<file path="src/rtl/ede_pkg.sv">
package ede_pkg;

  // Command codes carried on the command port
  localparam logic [1:0] CmdFirst   = 2'd0;
  localparam logic [1:0] CmdSecond  = 2'd1;
  localparam logic [1:0] CmdCompute = 2'd2;

  localparam int unsigned DistW = 7;
  localparam logic [DistW-1:0] DistMax = 7'd127;

  // Controller to datapath
  typedef struct packed {
    logic append_a;   // append symbol to first string
    logic append_b;   // append symbol to second string
    logic init_clr;   // reset column and row counters
    logic init_wr;    // write one entry of the initial row
    logic row_rd;     // fetch row entry zero and first string byte
    logic row_ld;     // latch row byte and diagonal, write row entry zero
    logic cell_rd;    // fetch up entry and second string byte
    logic cell_wr;    // evaluate one cell and write it back
    logic row_next;   // advance to next row
    logic done_clr;   // clear lengths and overflow
  } ede_cmd_t;

  // Datapath to controller
  typedef struct packed {
    logic j_at_lb;
    logic i_at_la;
    logic la_zero;
    logic lb_zero;
  } ede_sts_t;

endpackage

</file>
<file path="src/rtl/ede_dpath.sv">
module ede_dpath #(
  parameter int unsigned MAX_LEN = 64
) (
  input  logic                       clk_i,
  input  logic                       rst_ni,
  input  ede_pkg::ede_cmd_t          cmd_i,
  input  logic [7:0]                 symbol_i,
  output ede_pkg::ede_sts_t          sts_o,
  output logic [ede_pkg::DistW-1:0]  distance_o,
  output logic                       overflow_o
);

  localparam int unsigned LW = $clog2(MAX_LEN + 1);
  localparam int unsigned AW = (MAX_LEN > 1) ? $clog2(MAX_LEN) : 1;

  logic [7:0]    first_mem  [MAX_LEN];
  logic [7:0]    second_mem [MAX_LEN];
  logic [LW-1:0] row_mem    [MAX_LEN + 1];

  logic [LW-1:0] len_a_q, len_b_q;
  logic          ovf_q;
  logic [LW-1:0] i_q, j_q;
  logic [LW-1:0] diag_q, left_q, last_q;
  logic [7:0]    a_q;
  logic [7:0]    fs_rd_q, ss_rd_q;
  logic [LW-1:0] row_rd_q;

  logic [AW-1:0] i_m1, j_m1;
  logic [LW-1:0] row_raddr, row_waddr, row_wdata;
  logic          row_we;
  logic [LW-1:0] min_du, min3, cell_val;

  assign i_m1 = AW'(i_q - LW'(1));
  assign j_m1 = AW'(j_q - LW'(1));

  // Cell evaluation: match takes diagonal, else one plus smallest neighbor
  assign min_du   = (diag_q <= row_rd_q) ? diag_q : row_rd_q;
  assign min3     = (min_du <= left_q) ? min_du : left_q;
  assign cell_val = (a_q == ss_rd_q) ? diag_q : min3 + LW'(1);

  assign row_raddr = cmd_i.cell_rd ? j_q : '0;
  assign row_we    = cmd_i.init_wr | cmd_i.row_ld | cmd_i.cell_wr;

  always_comb begin
    row_waddr = j_q;
    row_wdata = cell_val;
    if (cmd_i.init_wr) begin
      row_wdata = j_q;
    end else if (cmd_i.row_ld) begin
      row_waddr = '0;
      row_wdata = i_q;
    end
  end

  // String stores
  always_ff @(posedge clk_i) begin
    if (cmd_i.append_a && (32'(len_a_q) < MAX_LEN)) begin
      first_mem[len_a_q[AW-1:0]] <= symbol_i;
    end
    if (cmd_i.append_b && (32'(len_b_q) < MAX_LEN)) begin
      second_mem[len_b_q[AW-1:0]] <= symbol_i;
    end
    if (cmd_i.row_rd) begin
      fs_rd_q <= first_mem[i_m1];
    end
    ss_rd_q <= second_mem[j_m1];
  end

  // Single row store, read returns the old entry
  always_ff @(posedge clk_i) begin
    row_rd_q <= row_mem[row_raddr];
    if (row_we) begin
      row_mem[row_waddr] <= row_wdata;
    end
  end

  always_ff @(posedge clk_i or negedge rst_ni) begin
    if (!rst_ni) begin
      len_a_q <= '0;
      len_b_q <= '0;
      ovf_q   <= 1'b0;
      i_q     <= '0;
      j_q     <= '0;
    end else begin
      if (cmd_i.append_a) begin
        if (32'(len_a_q) < MAX_LEN) len_a_q <= len_a_q + LW'(1);
        else                        ovf_q   <= 1'b1;
      end
      if (cmd_i.append_b) begin
        if (32'(len_b_q) < MAX_LEN) len_b_q <= len_b_q + LW'(1);
        else                        ovf_q   <= 1'b1;
      end
      if (cmd_i.init_clr) begin
        j_q <= '0;
        i_q <= LW'(1);
      end
      if (cmd_i.init_wr || cmd_i.cell_wr) j_q <= j_q + LW'(1);
      if (cmd_i.row_ld)   j_q <= LW'(1);
      if (cmd_i.row_next) i_q <= i_q + LW'(1);
      if (cmd_i.done_clr) begin
        len_a_q <= '0;
        len_b_q <= '0;
        ovf_q   <= 1'b0;
      end
    end
  end

  always_ff @(posedge clk_i) begin
    if (cmd_i.init_wr) begin
      last_q <= j_q;
    end
    if (cmd_i.row_ld) begin
      a_q    <= fs_rd_q;
      diag_q <= row_rd_q;
      left_q <= i_q;
      last_q <= i_q;
    end
    if (cmd_i.cell_wr) begin
      diag_q <= row_rd_q;
      left_q <= cell_val;
      last_q <= cell_val;
    end
  end

  assign sts_o.j_at_lb = (j_q == len_b_q);
  assign sts_o.i_at_la = (i_q == len_a_q);
  assign sts_o.la_zero = (len_a_q == '0);
  assign sts_o.lb_zero = (len_b_q == '0);

  assign distance_o = (32'(last_q) > 32'(ede_pkg::DistMax)) ? ede_pkg::DistMax
                                                           : ede_pkg::DistW'(last_q);
  assign overflow_o = ovf_q;

endmodule

</file>
<file path="src/rtl/ede_ctrl.sv">
module ede_ctrl (
  input  logic               clk_i,
  input  logic               rst_ni,
  input  logic               start,
  input  logic [1:0]         command_i,
  input  ede_pkg::ede_sts_t  sts_i,
  output ede_pkg::ede_cmd_t  cmd_o,
  output logic               busy,
  output logic               done_o
);

  localparam logic [2:0] StIdle     = 3'd0;
  localparam logic [2:0] StInit     = 3'd1;
  localparam logic [2:0] StRowStart = 3'd2;
  localparam logic [2:0] StRowLoad  = 3'd3;
  localparam logic [2:0] StCellRd   = 3'd4;
  localparam logic [2:0] StCellWr   = 3'd5;
  localparam logic [2:0] StDone     = 3'd6;

  logic [2:0] state_q, state_d;

  always_comb begin
    state_d = state_q;
    cmd_o   = '0;
    unique case (state_q)
      StIdle: begin
        if (start) begin
          unique case (command_i)
            ede_pkg::CmdFirst:   cmd_o.append_a = 1'b1;
            ede_pkg::CmdSecond:  cmd_o.append_b = 1'b1;
            ede_pkg::CmdCompute: begin
              cmd_o.init_clr = 1'b1;
              state_d        = StInit;
            end
            default: ;
          endcase
        end
      end
      StInit: begin
        cmd_o.init_wr = 1'b1;
        if (sts_i.j_at_lb) state_d = sts_i.la_zero ? StDone : StRowStart;
      end
      StRowStart: begin
        cmd_o.row_rd = 1'b1;
        state_d      = StRowLoad;
      end
      StRowLoad: begin
        cmd_o.row_ld = 1'b1;
        if (!sts_i.lb_zero) begin
          state_d = StCellRd;
        end else if (sts_i.i_at_la) begin
          state_d = StDone;
        end else begin
          cmd_o.row_next = 1'b1;
          state_d        = StRowStart;
        end
      end
      StCellRd: begin
        cmd_o.cell_rd = 1'b1;
        state_d       = StCellWr;
      end
      StCellWr: begin
        cmd_o.cell_wr = 1'b1;
        if (!sts_i.j_at_lb) begin
          state_d = StCellRd;
        end else if (sts_i.i_at_la) begin
          state_d = StDone;
        end else begin
          cmd_o.row_next = 1'b1;
          state_d        = StRowStart;
        end
      end
      StDone: begin
        cmd_o.done_clr = 1'b1;
        state_d        = StIdle;
      end
      default: state_d = StIdle;
    endcase
  end

  always_ff @(posedge clk_i or negedge rst_ni) begin
    if (!rst_ni) begin
      state_q <= StIdle;
    end else begin
      state_q <= state_d;
    end
  end

  assign busy   = (state_q != StIdle);
  assign done_o = (state_q == StDone);

endmodule

</file>
<file path="src/rtl/edit_distance_engine_unit.sv">
// Channel   Direction  Handshake              Payload
// item      in         start & !busy          command_i[1:0], symbol_i[7:0]
// result    out        done_o (one cycle)     distance_o[6:0], overflow_o
//
// Append commands complete in the accept cycle; busy stays low.
// Compute raises busy after the accept cycle and holds it through the table walk.
// Each table cell has a read state and a write state because the row store read is
// registered (fetch up entry and second string byte, then evaluate and write back).
// The result strobe sits in the last busy cycle; lengths and overflow clear there.
// Reset clears the controller, both lengths and the overflow flag; the string
// and row stores hold no reset and need no clearing pass.
// The receiver cannot stall: done_o carries each result for one cycle only.
module edit_distance_engine_unit #(
  parameter int unsigned MAX_LEN = 64
) (
  input  logic                       clk_i,
  input  logic                       rst_ni,
  input  logic                       start,
  output logic                       busy,
  input  logic [1:0]                 command_i,
  input  logic [7:0]                 symbol_i,
  output logic                       done_o,
  output logic [ede_pkg::DistW-1:0]  distance_o,
  output logic                       overflow_o
);

  ede_pkg::ede_cmd_t cmd;
  ede_pkg::ede_sts_t sts;

  // Sequence appends and the table walk
  ede_ctrl u_ctrl (
    .clk_i     (clk_i),
    .rst_ni    (rst_ni),
    .start     (start),
    .command_i (command_i),
    .sts_i     (sts),
    .cmd_o     (cmd),
    .busy      (busy),
    .done_o    (done_o)
  );

  // Hold the strings, the single row and the cell arithmetic
  ede_dpath #(
    .MAX_LEN (MAX_LEN)
  ) u_dpath (
    .clk_i      (clk_i),
    .rst_ni     (rst_ni),
    .cmd_i      (cmd),
    .symbol_i   (symbol_i),
    .sts_o      (sts),
    .distance_o (distance_o),
    .overflow_o (overflow_o)
  );

endmodule
</file>
<file path="config.mk">
export PLATFORM = sky130hd
export DESIGN_NAME = edit_distance_engine_unit
export DESIGN_NICKNAME = d
export VERILOG_FILES = /design/src/rtl/ede_pkg.sv /design/src/rtl/ede_dpath.sv /design/src/rtl/ede_ctrl.sv /design/src/rtl/edit_distance_engine_unit.sv
export SDC_FILE = /design/constraint.sdc
export NUM_CORES = 2
export LEC_CHECK = 0
export BUFFER_PORTS_ARGS = -buffer_cell sky130_fd_sc_hd__buf_2
export CAP_MARGIN = 40
export CORE_MARGIN = 1.5
export CORE_UTILIZATION = 50
export DETAILED_ROUTE_END_ITERATION = 7
export GPL_ROUTABILITY_DRIVEN = 0
export PLACE_DENSITY = 0.65
export SLEW_MARGIN = 20
export SYNTH_ARGS = -nofsm -noshare
export SYNTH_HDL_FRONTEND = slang
export SYNTH_SLANG_ARGS = --single-unit
</file>
<file path="constraint.sdc">
create_clock -name clk_i -period 13.1 [get_ports clk_i]
set_clock_uncertainty 0.15 [all_clocks]
set_input_delay 0.655 -clock clk_i [delete_from_list [all_inputs] [get_ports clk_i]]
set_output_delay 0.655 -clock clk_i [all_outputs]
set_load 0.1 [all_outputs]
</file>
==> results.md <==
* Cells after synthesis at 3,284
* CTS Hold Bufs at 1
* Antenna Nets Post-Route at 0
* Initial Utilization at 50.4%
* Crit Path Max Fanout at 65
* Max H-tree Level at 4
* Core Rows at 129
* Largest stage delay, worst path at 0.53 ns
* Post-CTS sizing at 0
* Clk pin slew, worst setup/hold paths at 0.06 ns
* Crit Path Category: reg -> reg
* Post-synthesis sequential area ratio at 74.7%
* Outcome: complete, but fails checks
* Core Area at 124,000 sq um
* Drt initial violations at 3,877
* I/O pin total at 23
* Post-CTS Setup Repair Bufs at 0
* Vias in the first global route at 32.7k
* Clock latency on the worst-skew pair at 0.79 ns
* Synth Flop Type: edfxtp_1
* Leak at 22.5 nW
* Beginning of the worst register-to-register path: u_dpath.diag_q[4]
* VDD IR-drop max at 0.412 mV
* Synth Register Bits at 1,563
* Yosys cell types at 79
* Req. time, crit path at 13.42 ns
* DR WL/cell at 29.1 um
* Max Fclk at 173 MHz
* Initial antenna violation count at 2
* Final worst-path cycle share at 44.1%
* TNS Setup at 0 ns
* Worst Setup SP: u_dpath.diag_q[4]
* IO Port Bufs at 22
* HP Class: in -> async
* Layout cells sized above 1 at 22.9%
* CTS root buf: clkbuf_16
* Warnings, synthesis at 0
* Commonest non-fill, non-tap cell in the layout: edfxtp_1
* CP endpoint kind: flop
* Syn avg cell area at 19.0 sq um
* # nets final at 3,445
* R2R setup slack at 7.33 ns
* GRT Util Overall at 23.9%
* Clk buf depth at 3
* Avg Vias per Cell at 6.26
* Total gr overflow at 0
* Area growth syn-to-layout at 12.7%
* Die width at 356 um
* Setup-failing EPs final at 0
* Reg2reg end: u_dpath.row_mem[61][4]
* DP HPWL at 92,100 um
* RSZ-0062 raised after global routing: false
* Failing checks: design-rule violations
* Hold Vio Cnt, Final at 0
* Worst slew pin tran at 0.908 ns
* Synthesized area at 62,400 sq um
* PD cells at 234 nW/um^2
* N_diodes at 0
* Post-synth ARST share at 2.05%
* Slowest-stage cell, CP: buf_4
* CP cell instances: ha_1 -> a21oi_1 -> o21ai_1 -> o21ai_2 -> mux2_2 -> ha_1 -> nand4_1 -> a21o_1 -> a21oi_1 -> nand2_1 -> o21ai_0 -> ha_1 -> inv_1 -> a311o_1 -> xor2_1 -> a211oi_1 -> a2bb2oi_4 -> buf_4
* Maximum capacitance violations at 0
* Largest net degree at the start of global routing at 91
* Final core occ at 56.8%
* Final wirelength at 151,000 um
* Die height at 356 um
* Top delay family on crit path: compound AO/OA/AOI/OAI gates
* Mapped Nets at 3,320
* Bufs and invs on worst path at 2
* Overall via count from detail_route at 32.4k
* Slew Viols, Final at 0
* Die area at 127,000 sq um
* Startpoint Class: flop
* CP most frequent cell: ha_1
* Cells on worst reg2reg path at 18
* Post-layout minimum cycle time at 5.77 ns
* Post-route DRC at 1
* TritonCTS clock tree: yes
* CP arrival at 6.09 ns
* Clk sinks at 1,563
* Global-route wire length before repair at 221,000 um
* CTS Buf Count at 156
* Post-synth EDFFs at 1,516
* Headroom to the max-slew limit at 39.3%
* DRT Pass-1 Iters at 8
* Most frequent cells in the layout: edfxtp_1 (1,516), mux4_2 (364), nor2_1 (274), nand2_1 (194), clkbuf_16 (159)
[where the power goes]
part / internal (W) / switching [W] / total, W
logic: 0.00207 / 0.00325 / 0.00532
clock network: 0.00254 / 0.00190 / 0.00444
registers: 0.00650 / 0.000197 / 0.00670
[worst reg2reg max path: cells and delay by family (launching register included)]
| kind | cells | cell delay [ns] |
|---|---|---|
| buffers and inverters | 2 | 0.59 |
| XOR/XNOR | 1 | 0.19 |
| adder cells (fa/ha/maj) | 3 | 0.83 |
| flip-flops | 1 | 0.48 |
| AND/OR/NAND/NOR | 2 | 0.26 |
| AO/OA/AOI/OAI | 9 | 2.54 |
| multiplexers | 1 | 0.41 |
[cell usage after synthesis (all sizes together) (26+ instances only)]
master	n	share of area (%)
a211oi	36	0.43
a21oi	73	0.59
buf	101	0.84
clkbuf	88	0.53
dfrtp	32	1.3
edfxtp	1516	73
inv	33	0.20
mux2i	56	0.90
mux4	364	13
nand2	194	1.2
nand3	55	0.44
nor2	275	1.7
nor3	26	0.23
o21ai	68	0.55
o22ai	36	0.36
xor2	26	0.37
[flip-flops by register name (all words and copies together), names as in the netlist]
register / flops
u_dpath.row_mem: 455
u_ctrl.state_q: 3
u_dpath.len_b_q: 7
u_dpath.ss_rd_q: 8
u_dpath.overflow_o: 1
u_dpath.a_q: 8
u_dpath.j_q: 7
u_dpath.left_q: 7
u_dpath.distance_o: 7
u_dpath.second_mem: 512
u_dpath.len_a_q: 7
u_dpath.i_q: 7
u_dpath.first_mem: 512
u_dpath.fs_rd_q: 8
u_dpath.diag_q: 7
u_dpath.row_rd_q: 7
[layout make-up]
cell class	instances	area, sq um
timing repair buffer	156	1420
multi-input combinational	1499	15000
clock inverter	99	990
tap	1637	2050
sequential	1563	46600
fill	9038	53500
clock buffer	187	4090
inverter	33	124
[routing by layer]
| layer | global-route usage (%) | routed length, um | vias to the layer above |
|---|---|---|---|
| li1 | - | - | 13600 |
| met1 | 33.0 | 60400 | 16900 |
| met2 | 38.4 | 73500 | 1535 |
| met3 | 4.46 | 11600 | 300 |
| met4 | 8.83 | 5030 | 4 |
| met5 | 0 | 27 | - |
[per-stage QoR]
step | worst slack, ns | power [W] | hold slack (ns) | std cells | cell area [sq um]
2_1_floorplan | 5.83 | 0.0102 | 0.209 | 3284 | 62400
3_3_place_gp | 7.72 | 0.0119 | 0.303 | 4813 | 64400
3_5_place_dp | 7.55 | 0.0121 | 0.316 | 4840 | 64800
4_1_cts | 7.48 | 0.0165 | 0.133 | 5127 | 69900
5_1_grt | 6.93 | 0.0170 | 0.168 | 5174 | 70300
6_report | 7.33 | 0.0165 | 0.185 | 5174 | 70300
[cells by family (layout without fill, tap and decap cells)]
kind of cell    after synthesis  in the layout  share of synthesized area (%)
simple gates                658            658                           4.71
fa+ha+maj                    23             23                          0.461
compound gates              333            333                           3.48
flops                      1563           1563                           74.7
mux                         442            442                           14.4
buf+inv                     222            475                           1.57
xor+xnor                     43             43                          0.604
[how the worst max path moves through the flow]
stage | to | slack (ns) | cells past startpoint
after floorplan | u_dpath.row_mem[0][6] | 5.83 | 17
after global placement | u_dpath.row_mem[56][4] | 7.72 | 18
after detailed placement | u_dpath.row_mem[34][4] | 7.55 | 18
after CTS | u_dpath.row_mem[61][4] | 7.48 | 18
after global routing | u_dpath.row_mem[48][6] | 6.93 | 18
final | u_dpath.row_mem[61][4] | 7.33 | 18
(Power assumes the default switching activity.)
